**src/p2k_pkg.sv**
```systemverilog
// ----------------------------------------------------------------------------
// p2k_pkg
// Constants, keycode tables and shared types of the pad to keyboard report block.
// ----------------------------------------------------------------------------
package p2k_pkg;

	localparam int BUTTON_COUNT = 16;
	localparam int SLOT_COUNT   = 6;
	localparam int MAX_SLOTS    = 6;
	localparam int BTN_W        = 16;
	localparam int KEY_W        = 8;
	localparam int IDX_W        = 4;
	localparam int QUEUE_DEPTH  = 2;

	localparam int POS_W    = (BUTTON_COUNT > 1) ? $clog2(BUTTON_COUNT) : 1;
	localparam int SLOT_IW  = $clog2(MAX_SLOTS);
	localparam int QPTR_W   = (QUEUE_DEPTH > 1) ? $clog2(QUEUE_DEPTH) : 1;
	localparam int QCNT_W   = $clog2(QUEUE_DEPTH + 1);

	// Keycodes per button position
	localparam logic [KEY_W-1:0] CODE_ONE [BTN_W] = '{
		8'd44, 8'd8, 8'd21, 8'd0, 8'd9, 8'd6, 8'd27, 8'd20,
		8'd0, 8'd40, 8'd0, 8'd0, 8'd26, 8'd22, 8'd4, 8'd7
	};
	localparam logic [KEY_W-1:0] CODE_TWO [BTN_W] = '{
		8'd89, 8'd90, 8'd91, 8'd0, 8'd92, 8'd93, 8'd94, 8'd98,
		8'd0, 8'd88, 8'd0, 8'd0, 8'd82, 8'd81, 8'd80, 8'd79
	};

	// Positions whose changes are kept: inside the button range and mapped on pad one
	function automatic logic [BTN_W-1:0] map_mask();
		logic [BTN_W-1:0] m;
		m = '0;
		for (int i = 0; i < BTN_W; i++) begin
			m[i] = (i < BUTTON_COUNT) && (CODE_ONE[i] != '0);
		end
		return m;
	endfunction

	// One poll as handed from the front end to the back end
	typedef struct packed {
		logic [BTN_W-1:0] chg_one;
		logic [BTN_W-1:0] chg_two;
		logic [BTN_W-1:0] lvl_one;
		logic [BTN_W-1:0] lvl_two;
	} p2k_work_t;

	// Queue fill status
	typedef struct packed {
		logic full;
		logic empty;
	} p2k_qstat_t;

	typedef enum logic [1:0] {
		BK_IDLE,
		BK_WALK,
		BK_EMIT
	} p2k_bk_state_t;

endpackage

```
**src/p2k_if.sv**
```systemverilog
// ----------------------------------------------------------------------------
// p2k channel interfaces
// Valid/ready channels for pad polls in and keyboard reports out.
// ----------------------------------------------------------------------------
interface p2k_poll_if;
	logic        valid;
	logic        ready;
	logic [15:0] pad_one_buttons;
	logic [15:0] pad_two_buttons;

	modport source (output valid, output pad_one_buttons, output pad_two_buttons,
		input ready);
	modport sink (input valid, input pad_one_buttons, input pad_two_buttons,
		output ready);
endinterface

interface p2k_report_if;
	logic       valid;
	logic       ready;
	logic [7:0] slot_one;
	logic [7:0] slot_two;
	logic [7:0] slot_three;
	logic [7:0] slot_four;
	logic [7:0] slot_five;
	logic [7:0] slot_six;
	logic       indicator;

	modport source (output valid, output slot_one, output slot_two, output slot_three,
		output slot_four, output slot_five, output slot_six, output indicator,
		input ready);
	modport sink (input valid, input slot_one, input slot_two, input slot_three,
		input slot_four, input slot_five, input slot_six, input indicator,
		output ready);
endinterface

```
**src/p2k_front.sv**
```systemverilog
// ----------------------------------------------------------------------------
// p2k_front
// Accepts polls, finds changed mapped buttons and queues the work for the back end.
// ----------------------------------------------------------------------------
module p2k_front import p2k_pkg::*; (
	input  logic              clk,
	input  logic              arst_n,
	p2k_poll_if.sink          poll,
	input  p2k_qstat_t        qstat,
	output logic              push,
	output p2k_work_t         push_data
);

	localparam logic [BTN_W-1:0] MASK = map_mask();

	logic [BTN_W-1:0] prev_one_q;
	logic [BTN_W-1:0] prev_two_q;

	// Take a beat whenever the queue has room
	assign poll.ready = !qstat.full;
	assign push       = poll.valid && poll.ready;

	// Classify: changed bits at mapped positions, plus the new levels
	always_comb begin
		push_data.chg_one = (poll.pad_one_buttons ^ prev_one_q) & MASK;
		push_data.chg_two = (poll.pad_two_buttons ^ prev_two_q) & MASK;
		push_data.lvl_one = poll.pad_one_buttons;
		push_data.lvl_two = poll.pad_two_buttons;
	end

	// Hold the previous words
	always_ff @(posedge clk or negedge arst_n) begin
		if (!arst_n) begin
			prev_one_q <= '0;
			prev_two_q <= '0;
		end else if (push) begin
			prev_one_q <= poll.pad_one_buttons;
			prev_two_q <= poll.pad_two_buttons;
		end
	end

endmodule

```
**src/p2k_queue.sv**
```systemverilog
// ----------------------------------------------------------------------------
// p2k_queue
// Short first-in first-out queue between the front end and the back end.
// ----------------------------------------------------------------------------
module p2k_queue import p2k_pkg::*; (
	input  logic       clk,
	input  logic       arst_n,
	input  logic       push,
	input  p2k_work_t  push_data,
	input  logic       pop,
	output p2k_work_t  pop_data,
	output p2k_qstat_t qstat
);

	p2k_work_t          mem_q [QUEUE_DEPTH];
	logic [QPTR_W-1:0]  wr_ptr_q;
	logic [QPTR_W-1:0]  rd_ptr_q;
	logic [QCNT_W-1:0]  cnt_q;

	function automatic logic [QPTR_W-1:0] ptr_inc(input logic [QPTR_W-1:0] p);
		return (p == QPTR_W'(QUEUE_DEPTH - 1)) ? '0 : p + 1'b1;
	endfunction

	assign qstat.full  = (cnt_q == QCNT_W'(QUEUE_DEPTH));
	assign qstat.empty = (cnt_q == '0);
	assign pop_data    = mem_q[rd_ptr_q];

	// Store entries
	always_ff @(posedge clk) begin
		if (push) begin
			mem_q[wr_ptr_q] <= push_data;
		end
	end

	// Advance pointers and count
	always_ff @(posedge clk or negedge arst_n) begin
		if (!arst_n) begin
			wr_ptr_q <= '0;
			rd_ptr_q <= '0;
			cnt_q    <= '0;
		end else begin
			if (push) begin
				wr_ptr_q <= ptr_inc(wr_ptr_q);
			end
			if (pop) begin
				rd_ptr_q <= ptr_inc(rd_ptr_q);
			end
			if (push && !pop) begin
				cnt_q <= cnt_q + 1'b1;
			end else if (pop && !push) begin
				cnt_q <= cnt_q - 1'b1;
			end
		end
	end

endmodule

```
**src/p2k_back.sv**
```systemverilog
// ----------------------------------------------------------------------------
// p2k_back
// Walks each queued poll one position and pad per cycle, updates the key slots
// and the indicator, and registers the finished report.
// ----------------------------------------------------------------------------
module p2k_back import p2k_pkg::*; (
	input  logic        clk,
	input  logic        arst_n,
	input  p2k_qstat_t  qstat,
	input  p2k_work_t   pop_data,
	output logic        pop,
	p2k_report_if.source report
);

	p2k_bk_state_t      state_q, state_d;
	p2k_work_t          work_q;
	logic [POS_W-1:0]   pos_q;
	logic               pad_q;
	logic [KEY_W-1:0]   slots_q [MAX_SLOTS];
	logic               ind_q;
	logic               rpt_valid_q;
	logic [KEY_W-1:0]   rpt_slot_q [MAX_SLOTS];
	logic               rpt_ind_q;

	logic               load;
	logic               step;
	logic               emit;
	logic               last_step;
	logic [IDX_W-1:0]   idx;
	logic               chg;
	logic               lvl;
	logic [KEY_W-1:0]   code;
	logic               hit;
	logic [SLOT_IW-1:0] hit_idx;

	// Select the current position and pad
	always_comb begin
		idx       = IDX_W'(pos_q);
		chg       = pad_q ? work_q.chg_two[idx] : work_q.chg_one[idx];
		lvl       = pad_q ? work_q.lvl_two[idx] : work_q.lvl_one[idx];
		code      = pad_q ? CODE_TWO[idx] : CODE_ONE[idx];
		last_step = pad_q && (pos_q == POS_W'(BUTTON_COUNT - 1));
	end

	// Find the first empty slot for a press, the first matching slot for a release
	always_comb begin
		hit     = 1'b0;
		hit_idx = '0;
		for (int s = 0; s < SLOT_COUNT; s++) begin
			if (!hit && (lvl ? (slots_q[s] == '0) : (slots_q[s] == code))) begin
				hit     = 1'b1;
				hit_idx = SLOT_IW'(s);
			end
		end
	end

	// Next state and controls
	always_comb begin
		state_d = state_q;
		load    = 1'b0;
		step    = 1'b0;
		emit    = 1'b0;
		unique case (state_q)
			BK_IDLE: begin
				if (!qstat.empty) begin
					load    = 1'b1;
					state_d = BK_WALK;
				end
			end
			BK_WALK: begin
				step = 1'b1;
				if (last_step) begin
					state_d = BK_EMIT;
				end
			end
			BK_EMIT: begin
				if (!rpt_valid_q || report.ready) begin
					emit    = 1'b1;
					state_d = BK_IDLE;
				end
			end
			default: begin
				state_d = BK_IDLE;
			end
		endcase
	end

	assign pop = load;

	always_ff @(posedge clk or negedge arst_n) begin
		if (!arst_n) begin
			state_q <= BK_IDLE;
		end else begin
			state_q <= state_d;
		end
	end

	// Latch the work of one poll
	always_ff @(posedge clk) begin
		if (load) begin
			work_q <= pop_data;
		end
	end

	// Advance the walk: pad one, then pad two, then next position
	always_ff @(posedge clk or negedge arst_n) begin
		if (!arst_n) begin
			pos_q <= '0;
			pad_q <= 1'b0;
		end else if (load) begin
			pos_q <= '0;
			pad_q <= 1'b0;
		end else if (step) begin
			pad_q <= !pad_q;
			if (pad_q) begin
				pos_q <= pos_q + 1'b1;
			end
		end
	end

	// Apply one change to the slots and the indicator
	always_ff @(posedge clk or negedge arst_n) begin
		if (!arst_n) begin
			for (int s = 0; s < MAX_SLOTS; s++) begin
				slots_q[s] <= '0;
			end
			ind_q <= 1'b1;
		end else if (step && chg && hit) begin
			slots_q[hit_idx] <= lvl ? code : '0;
			ind_q            <= !lvl;
		end
	end

	// Output register: hold the beat until taken
	always_ff @(posedge clk or negedge arst_n) begin
		if (!arst_n) begin
			rpt_valid_q <= 1'b0;
		end else if (emit) begin
			rpt_valid_q <= 1'b1;
		end else if (report.ready) begin
			rpt_valid_q <= 1'b0;
		end
	end

	always_ff @(posedge clk) begin
		if (emit) begin
			for (int s = 0; s < MAX_SLOTS; s++) begin
				rpt_slot_q[s] <= slots_q[s];
			end
			rpt_ind_q <= ind_q;
		end
	end

	assign report.valid      = rpt_valid_q;
	assign report.slot_one   = rpt_slot_q[0];
	assign report.slot_two   = rpt_slot_q[1];
	assign report.slot_three = rpt_slot_q[2];
	assign report.slot_four  = rpt_slot_q[3];
	assign report.slot_five  = rpt_slot_q[4];
	assign report.slot_six   = rpt_slot_q[5];
	assign report.indicator  = rpt_ind_q;

endmodule

```
**src/pad_to_keyboard_report_top.sv**
```systemverilog
// ----------------------------------------------------------------------------
// pad_to_keyboard_report_top
// Turns polls of two game pad button words into a six-key keyboard report.
// ----------------------------------------------------------------------------
// Use:
//   poll   (sink)  : one beat per poll, pad_one_buttons and pad_two_buttons.
//   report (source): one beat per poll, six keycode slots and the indicator,
//                    taken after all changes of that poll are applied.
// Each poll passes through the queue, the back end walk over 16 button
//   positions times two pads at one slot lookup per cycle, and the output
//   register. The back end fetches a poll from the queue, walks it and loads
//   the output register before it takes the next poll.
// The front end keeps accepting polls while the two-entry queue has room, so
// polls can arrive while the back end is still walking an earlier one.
// Reset clears the previous button words and all slots, sets the indicator
// high and drops any pending report.
// When the receiver stalls, the report beat holds in the output register; the
// back end waits with the next finished report, and the front end stops
// taking polls once the queue is full.
// ----------------------------------------------------------------------------
module pad_to_keyboard_report_top import p2k_pkg::*; (
	input  logic          clk,
	input  logic          arst_n,
	p2k_poll_if.sink      poll,
	p2k_report_if.source  report
);

	p2k_qstat_t qstat;
	logic       push;
	logic       pop;
	p2k_work_t  push_data;
	p2k_work_t  pop_data;

	p2k_front u_front (
		.clk       (clk),
		.arst_n    (arst_n),
		.poll      (poll),
		.qstat     (qstat),
		.push      (push),
		.push_data (push_data)
	);

	p2k_queue u_queue (
		.clk       (clk),
		.arst_n    (arst_n),
		.push      (push),
		.push_data (push_data),
		.pop       (pop),
		.pop_data  (pop_data),
		.qstat     (qstat)
	);

	p2k_back u_back (
		.clk      (clk),
		.arst_n   (arst_n),
		.qstat    (qstat),
		.pop_data (pop_data),
		.pop      (pop),
		.report   (report)
	);

endmodule

```
**src/flat_wrapper.sv**
```systemverilog
// flat-port wrapper written by rule: the top's interface ports become plain ports
module pad_to_keyboard_report_top_flat import p2k_pkg::*;
  (clk, arst_n, poll_valid, poll_pad_one_buttons, poll_pad_two_buttons, poll_ready, report_valid, report_slot_one, report_slot_two, report_slot_three, report_slot_four, report_slot_five, report_slot_six, report_indicator, report_ready);
  p2k_poll_if poll_i ();
  p2k_report_if report_i ();
  input  logic clk;
  input  logic arst_n;
  input wire logic [$bits(poll_i.valid)-1:0] poll_valid;
  input wire logic [$bits(poll_i.pad_one_buttons)-1:0] poll_pad_one_buttons;
  input wire logic [$bits(poll_i.pad_two_buttons)-1:0] poll_pad_two_buttons;
  output wire logic [$bits(poll_i.ready)-1:0] poll_ready;
  output wire logic [$bits(report_i.valid)-1:0] report_valid;
  output wire logic [$bits(report_i.slot_one)-1:0] report_slot_one;
  output wire logic [$bits(report_i.slot_two)-1:0] report_slot_two;
  output wire logic [$bits(report_i.slot_three)-1:0] report_slot_three;
  output wire logic [$bits(report_i.slot_four)-1:0] report_slot_four;
  output wire logic [$bits(report_i.slot_five)-1:0] report_slot_five;
  output wire logic [$bits(report_i.slot_six)-1:0] report_slot_six;
  output wire logic [$bits(report_i.indicator)-1:0] report_indicator;
  input wire logic [$bits(report_i.ready)-1:0] report_ready;
  assign poll_i.valid = poll_valid;
  assign poll_i.pad_one_buttons = poll_pad_one_buttons;
  assign poll_i.pad_two_buttons = poll_pad_two_buttons;
  assign poll_ready = poll_i.ready;
  assign report_valid = report_i.valid;
  assign report_slot_one = report_i.slot_one;
  assign report_slot_two = report_i.slot_two;
  assign report_slot_three = report_i.slot_three;
  assign report_slot_four = report_i.slot_four;
  assign report_slot_five = report_i.slot_five;
  assign report_slot_six = report_i.slot_six;
  assign report_indicator = report_i.indicator;
  assign report_i.ready = report_ready;
  pad_to_keyboard_report_top u_core (.clk(clk), .arst_n(arst_n), .poll(poll_i), .report(report_i));
endmodule
```
**config.mk**
```make
export PLATFORM = sky130hd
export DESIGN_NAME = pad_to_keyboard_report_top_flat
export DESIGN_NICKNAME = d
export VERILOG_FILES = /design/src/p2k_pkg.sv /design/src/p2k_if.sv /design/src/p2k_front.sv /design/src/p2k_queue.sv /design/src/p2k_back.sv /design/src/pad_to_keyboard_report_top.sv /design/src/flat_wrapper.sv
export SDC_FILE = /design/constraint.sdc
export NUM_CORES = 1
export LEC_CHECK = 0
export BUFFER_PORTS_ARGS = -buffer_cell sky130_fd_sc_hd__buf_2
export CORE_ASPECT_RATIO = 2
export CORE_UTILIZATION = 30
export DETAILED_ROUTE_END_ITERATION = 8
export GPL_TIMING_DRIVEN = 0
export PLACE_DENSITY = 0.56
export REMOVE_ABC_BUFFERS = 1
export SYNTH_ARGS = -nofsm -noshare
export SYNTH_HDL_FRONTEND = slang
export SYNTH_SLANG_ARGS = --single-unit
```
**constraint.sdc**
```tcl
create_clock -name clk -period 8.5 [get_ports clk]
set_input_delay 1.7 -clock clk [delete_from_list [all_inputs] [get_ports clk]]
set_output_delay 1.7 -clock clk [all_outputs]
set_load 0.02 [all_outputs]
```
[Word level (Yosys, flattened, before mapping)]
Memories as Yosys holds them, arrays and structs flattened. A register that Yosys moved wholly into a read port is not among the register bits.
Index checks and enable logic that the tools add are counted.
W data, S select, Z words.
Cells by class
  $add $sub $neg: 5
  $lt $le $gt $ge: 4
  eq/ne operators: 13
  mux-type cells: 60
  bitwise gates (word level): 4
  reductions and logical operators: 38
Operator list (number)
  $mux W8: 7
  $bwmux W48: 1
  $eq A8 B8 Y1: 6
  $logic_not A8 Y1: 6
  $mux W1: 34
  $xor A16 B16 Y16: 2
  $demux W8 S3: 1
  $bmux W1 S4: 4
  $logic_and A1 B1 Y1: 12
  $mux W3: 4
  $mux W4: 3
  $logic_not A1 Y1: 11
  $mux W2: 5
  $reduce_bool A2 Y1: 4
  $ne A2 B2 Y1 const B: 3
  $pmux W2 S3: 1
  $ge A5 B5 Y1 const B: 1
  $lt A4 B5 Y1 const B: 1
  $not A4 Y5: 1
  $add A4 B1 Y4 const B: 1
  $eq A2 B2 Y1 const B: 2
  $eq A4 B4 Y1 const B: 1
  $ge A4 B4 Y1 const B: 1
  $logic_not A2 Y1: 2
  other kinds (9): 10
Storage, ports and cells
  register bits: 126
  memory bits (writable): 160
  ROM bits: 256
  bits of input ports: 36
  output and inout port bits: 51
  word-level logic and storage cells: 147
  memories kept: 4
Memory list
  (name not given): depth 16, width 8, rd ports 1, clocked after Yosys merged registers in 0, write ports 0, line p2k_back.sv:41  | code = pad_q ? CODE_TWO[idx] : CODE_ONE[idx];
  (name not given): depth 16, width 8, rd ports 1, clocked after Yosys merged registers in 0, write ports 0, line p2k_back.sv:41
  u_core.u_queue.mem_q: depth 2, width 56, rd ports 1, clocked after Yosys merged registers in 1, write ports 1, line p2k_queue.sv:15  | p2k_work_t mem_q [QUEUE_DEPTH];
  u_core.u_back.rpt_slot_q: depth 6, width 8, rd ports 6, clocked after Yosys merged registers in 0, write ports 6, line p2k_back.sv:22  | logic [KEY_W-1:0] rpt_slot_q [MAX_SLOTS];

[Depth between registers and ports, before layout]
  depth after elaboration: 29
  gate-level depth with buffers: 14
  mapped depth without buffers: 11

[Hierarchy]
From an unflattened synthesis, not the netlist that was laid out.
Second synthesis, totals
  cells, all modules: 804
  area, all modules: 13648.1 µm²
Modules (own cells, without submodules)
  p2k_back: times used 1, cells each 471, area each 7136.8 µm², sequential area each 4490.6 µm²
  p2k_queue: times used 1, cells each 215, area each 5011.1 µm², sequential area each 3943.8 µm²
  p2k_front: times used 1, cells each 118, area each 1500.2 µm², sequential area each 600.6 µm²

[Worst setup path before layout]
Ideal clock, no wire load.
  kind: register to register
  from: register u_core.u_back.state_q[1]
  to: register u_core.u_queue.cnt_q[1]
  setup time: 79 ps
  arrival: 5741 ps
  data required time: 8421 ps
  setup slack: 2680 ps
  stages on the path, launching flop included: 7
  path buffers: 0
  clock period less this slack: 5820 ps
  path through: dfrtp_1 -> nor3_1 -> inv_1 -> ha_1 -> xor2_1 -> nor2_1 -> xor2_1
Between the ends
  word-level cells in the longest chain between the ends: 5
  elaborated cells between the ends (all ways): 7
  those cells by class: 2 x mux; 5 x reduce/logical
RTL lines
  from (decl): line p2k_back.sv:15  | p2k_bk_state_t state_q, state_d;
  from (signal assigned): line p2k_back.sv:94  | state_q <= state_d;
  $logic_not A2 Y1 *: line p2k_back.sv:63  | unique case (state_q)
  $mux W1 *: line p2k_back.sv:63
  net u_core.pop: line pad_to_keyboard_report_top.sv:30  | logic pop;
  $logic_not A1 Y1: line p2k_queue.sv:48  | if (push && !pop) begin
  $logic_and A1 B1 Y1: line p2k_queue.sv:48
  $mux W2 or $reduce_bool A2 Y1 (tied branches)
  to (signal assigned): line p2k_queue.sv:49  | cnt_q <= cnt_q + 1'b1;
  to (signal assigned): line p2k_queue.sv:51  | cnt_q <= cnt_q - 1'b1;
  to (decl): line p2k_queue.sv:18  | logic [QCNT_W-1:0] cnt_q;
The timed path passes the listed nets; every way through them passes the cells marked *.
A chain may end at the register's enable or synchronous reset.

[Worst setup path in the final report]
  from: register u_core.u_back.pos_q[1], in the netlist u_core.u_back.idx[1]
  to: register u_core.u_back.slots_q[21] (netlist name)
Between the ends
  word-level cells in the longest chain between the ends: 29
  elaborated cells between the ends (all ways): 61
  those cells by class: 2 x order compare; 6 x eq/ne; 36 x mux; 2 x bitwise; 13 x reduce/logical; 2 x memory
RTL lines
  from (decl): line p2k_back.sv:17  | logic [POS_W-1:0] pos_q;
  from (signal assigned): line p2k_back.sv:116  | pos_q <= pos_q + 1'b1;
  $not A4 Y5 (implied by the code): line p2k_back.sv:41
  $mem_v2 Z16 W8
  $mux W8 (implied by the code) (2 in series): line p2k_back.sv:41
  $mux W8: line p2k_back.sv:41
  $eq A8 B8 Y1: line p2k_back.sv:50  | if (!hit && (lvl ? (slots_q[s] == '0) : (slots_q[s] == code))) begin
  $mux W1 (2 in series): line p2k_back.sv:50
  $logic_not A1 Y1: line p2k_back.sv:50
  $logic_and A1 B1 Y1: line p2k_back.sv:50
  (+11 left out)
  $logic_and A1 B1 Y1: line p2k_back.sv:50
  $mux W3: line p2k_back.sv:50
  $not A3 Y4: line p2k_back.sv:129  | slots_q[hit_idx] <= lvl ? code : '0;
  $ge A4 B4 Y1 (implied by the code) or $lt A4 B1 Y1 (tied branches): line p2k_back.sv:129
  $logic_and A1 B1 Y1 (implied by the code): line p2k_back.sv:129
  $mux W8: line p2k_back.sv:129
  $demux W8 S3: line p2k_back.sv:129
  $bwmux W48: line p2k_back.sv:129
  to (signal, indexed assignment): line p2k_back.sv:129
  to (decl): line p2k_back.sv:19  | logic [KEY_W-1:0] slots_q [MAX_SLOTS];
Parallel ways exist; a longest one is shown, timed or not. The select of a mux whose other input is x is not followed.

==> out/metrics.csv <==
metric;value;unit
Post-DP HPWL;21300;µm
largest vdd supply drop;0.152;mV
Max Buffers Root-to-Sink;3;
run status;finished, final reports clean;
die height;293;µm
antenna cells;0;
number of detailed-routing iterations run before antenna repair;5;
maximum number of pins on one net before global-route repair;57;
Async SR Flop Fraction;0.272;
final critical-path setup slack;2.87;ns
Routed Antenna Nets;0;
CTS clock-pin slew for the worst setup and hold paths;0.07;ns
area growth from synthesis to layout;15.9;%
number of H-tree levels;1;
final estimated routing congestion in global placement;0.886;
most frequent cells after synthesis;edfxtp_1 (211), mux2_2 (130), dfrtp_1 (78);
number of buffers created by CTS;26;
class of the tightest hold or removal check;reg -> reg;
Worst Reg2Reg Path Length in Cells;11;
final clock skew;0.0204;ns
beginning of the worst register-to-register path;u_core.u_back.idx[1];
count of unique library cells instantiated by Yosys;69;
crit path from;u_core.u_back.idx[1];
multi-input logic area;4170;µm²
total number of placement rows;106;
number of gates resized after cts;0;
sinks on the clock net;290;
most instantiated flip-flop cell in the synthesis netlist;edfxtp_1;
unrepaired setup endpoints after global routing;false;
Final Hold Violating Endpoints;0;
global-route wire length before repair;45500;µm
number of instances in the synthesized netlist;815;
vias in the first global route;7673;
die extent in x;147;µm
Peak Freq;178;MHz
number of enable flip-flop cells after synthesis;211;
Worst Setup Start Kind;flop;
quantity of I/O buffers inserted on ports;80;
Syn Std Cell Area;12700;µm²
Avg WL per Cell;20.4;µm
cell taking the most area after synthesis;edfxtp_1;
leakage;5.44;nW
max_cap viols;0;
total of warnings raised by yosys;0;
share of total power consumed by net switching;0.367;
max-slew violations;0;
P_int;0.00366;W
proportion of power drawn by combinational gates;0.381;
post-synthesis sequential area ratio;0.656;
Setup WS pre-CTS;2.89;ns
power density of the placed cells;393;nW/µm²
global-route usage over all layers;0.141;
setup slack of the worst register-to-register path;2.87;ns
portion of total power attributed to the clock network;0.212;
Critical Path AT;6.06;ns
total of endpoints with negative setup slack in the final report;0;
buffer count from post-CTS setup fixing;0;
Filler Cell Count;4013;
#FFs+latches synth;290;
peak fanout along the critical path;24;
I/O pin count;87;
path type of the worst setup path;reg -> reg;
total die area;43100;µm²
clock tree from TritonCTS;yes;
tightest slew margin relative to the limit;0.0874;
core area;41800;µm²
mean instance size in the synthesized netlist;15.6;µm²
endpoint of the most critical register-to-register path;u_core.u_back.slots_q[21];
slew of the pin with the lowest slew margin;1.36;ns
area taken by flip-flops and latches;8320;µm²
vias after detailed routing;7103;
total DRC errors in the routed layout;0;
antenna violations before repair;2;
fraction of layout cells with a size suffix above 1;0.338;
Skew-Pair Late Insertion Delay;0.56;ns
leading cell type by number of instances after synthesis;edfxtp_1;
detailed-route vias per instance;4.86;
sequential group share of total power;0.406;
Initial Utilization;0.303;
share of Yosys cell area claimed by the top area cell type;0.500;
element type at the critical path end;flop;
required arrival time at the worst endpoint;8.93;ns
net switching power of the design;0.00212;W
post-route fraction of the period consumed by the critical path;0.662;
end of the critical path;u_core.u_back.slots_q[21];
buffer cell driving the clock tree root;clkbuf_16;
number of hold buffers added after CTS;0;
overflow left after global routing;0;
cell types occupying the most area after synthesis;edfxtp_1 (50%), dfrtp_1 (15%), mux2_2 (12%);
setup total negative slack;0;ns
routed wire length;29800;µm
number of DRC violations after detailed-routing iteration 0;336;
minimum clock period after layout;5.63;ns
final-stage net count;947;
flip-flops by register name (all words and copies together), names as in the netlist:
name	count
u_core.u_queue.mem_q	112
u_core.u_back.work_q	56
u_core.u_back.rpt_slot_q	42
u_core.u_back.slots_q	42
u_core.u_front.prev_one_q	12
u_core.u_front.prev_two_q	12
u_core.u_back.idx	4
u_core.u_back.state_q	2
u_core.u_queue.cnt_q	2
u_core.u_back.ind_q	1
u_core.u_back.pad_q	1
u_core.u_back.report.indicator	1
u_core.u_back.report.valid	1
u_core.u_queue.rd_ptr_q	1
u_core.u_queue.wr_ptr_q	1
placed cells by master, fill, tap and decap left out, types with 7 or more instances in the layout:
cell       count
clkbuf_16     26
dfrtp_1       75
nor2b_1       10
mux2_2       130
mux2i_1       11
a31oi_1        8
xor2_1        43
o21ai_0       14
nand3_1       14
edfxtp_1     211
nor4_1        17
mux4_2        12
a21o_1         9
nor3_1        12
ha_1          10
or3_1          9
nand2_1       22
nand2b_1      13
or2_2          8
buf_2         80
a21oi_1       14
nor2_1        14
inv_1         10
and3_1         7
xnor2_1       14
worst min path at each step:
stage | from | end | slack (ns) | cells past startpoint
global route | u_core.u_queue.cnt_q[1] | u_core.u_queue.cnt_q[1] | 0.53 | 1
global placement | u_core.u_queue.wr_ptr_q | u_core.u_queue.wr_ptr_q | 0.48 | 1
detailed placement | u_core.u_front.prev_one_q[2] | u_core.u_front.prev_one_q[2] | 0.51 | 1
CTS | u_core.u_queue.cnt_q[1] | u_core.u_queue.cnt_q[1] | 0.53 | 1
floorplan | u_core.u_queue.wr_ptr_q | u_core.u_queue.wr_ptr_q | 0.46 | 1
finish | u_core.u_queue.cnt_q[1] | u_core.u_queue.cnt_q[1] | 0.52 | 1
per-layer routing:
layer  share of wire  track usage  vias up
met2            0.57        0.279      194
met4           0.062       0.0905        4
met1            0.33        0.131     3540
met5         0.00077            0        -
li1                -            -     3287
met3           0.033       0.0181       78
per-stage QoR:
stage,hold slack (ns),instances,util,power (W),instance area (µm²)
after floorplan,0.461,781,-,0.00384,12500
after CTS,0.527,1461,0.352,0.00585,14700
after global placement,0.475,1401,0.325,0.00453,13600
after detailed placement,0.514,1413,0.330,0.00460,13800
after global routing,0.529,1461,0.352,0.00609,14700
final,0.519,1461,0.352,0.00578,14700
power by group through the flow:
stage | Sequential, W | Combinational [W] | Clock (W)
final | 0.00235 | 0.00220 | 0.00123
after detailed placement | 0.00239 | 0.00222 | 0
after floorplan | 0.00229 | 0.00156 | 0
after global routing | 0.00240 | 0.00238 | 0.00131
after CTS | 0.00236 | 0.00222 | 0.00127
after global placement | 0.00245 | 0.00209 | 0
worst max-delay path, stage by stage (launching register included):
cell	delay (ns)
dfrtp_1	1.19
inv_1	0.22
ha_1	0.46
nor2b_1	0.20
o21ai_1	0.82
xor2_1	0.14
o2111ai_1	0.35
nor4_4	0.09
nor4_1	0.50
o22ai_1	0.34
a2111oi_4	0.77
mux2_2	0.41
logic make-up (layout without fill, tap and decap cells):
| family | count (synthesis) | after routing | synth area share |
|---|---|---|---|
| DFF | 290 | 290 | 0.656 |
| muxes | 153 | 153 | 0.145 |
| and+or+nand+nor | 162 | 162 | 0.0763 |
| xor gates and xnor gates | 57 | 57 | 0.0394 |
| buffers and inverters | 50 | 151 | 0.0193 |
| AOI/OAI and AO/OA | 92 | 92 | 0.0536 |
| other | 1 | 6 | 0.000296 |
| adders and majority gates | 10 | 10 | 0.00987 |
final cells by class:
cell class	count	area share
clock buffer	34	0.0497
tap	540	0.0460
sequential	290	0.566
inverter	11	0.00281
clock inverter	14	0.0112
timing repair buffer	92	0.0405
multi-input combinational	480	0.284
No activity file was read; power rests on OpenSTA's default activity.
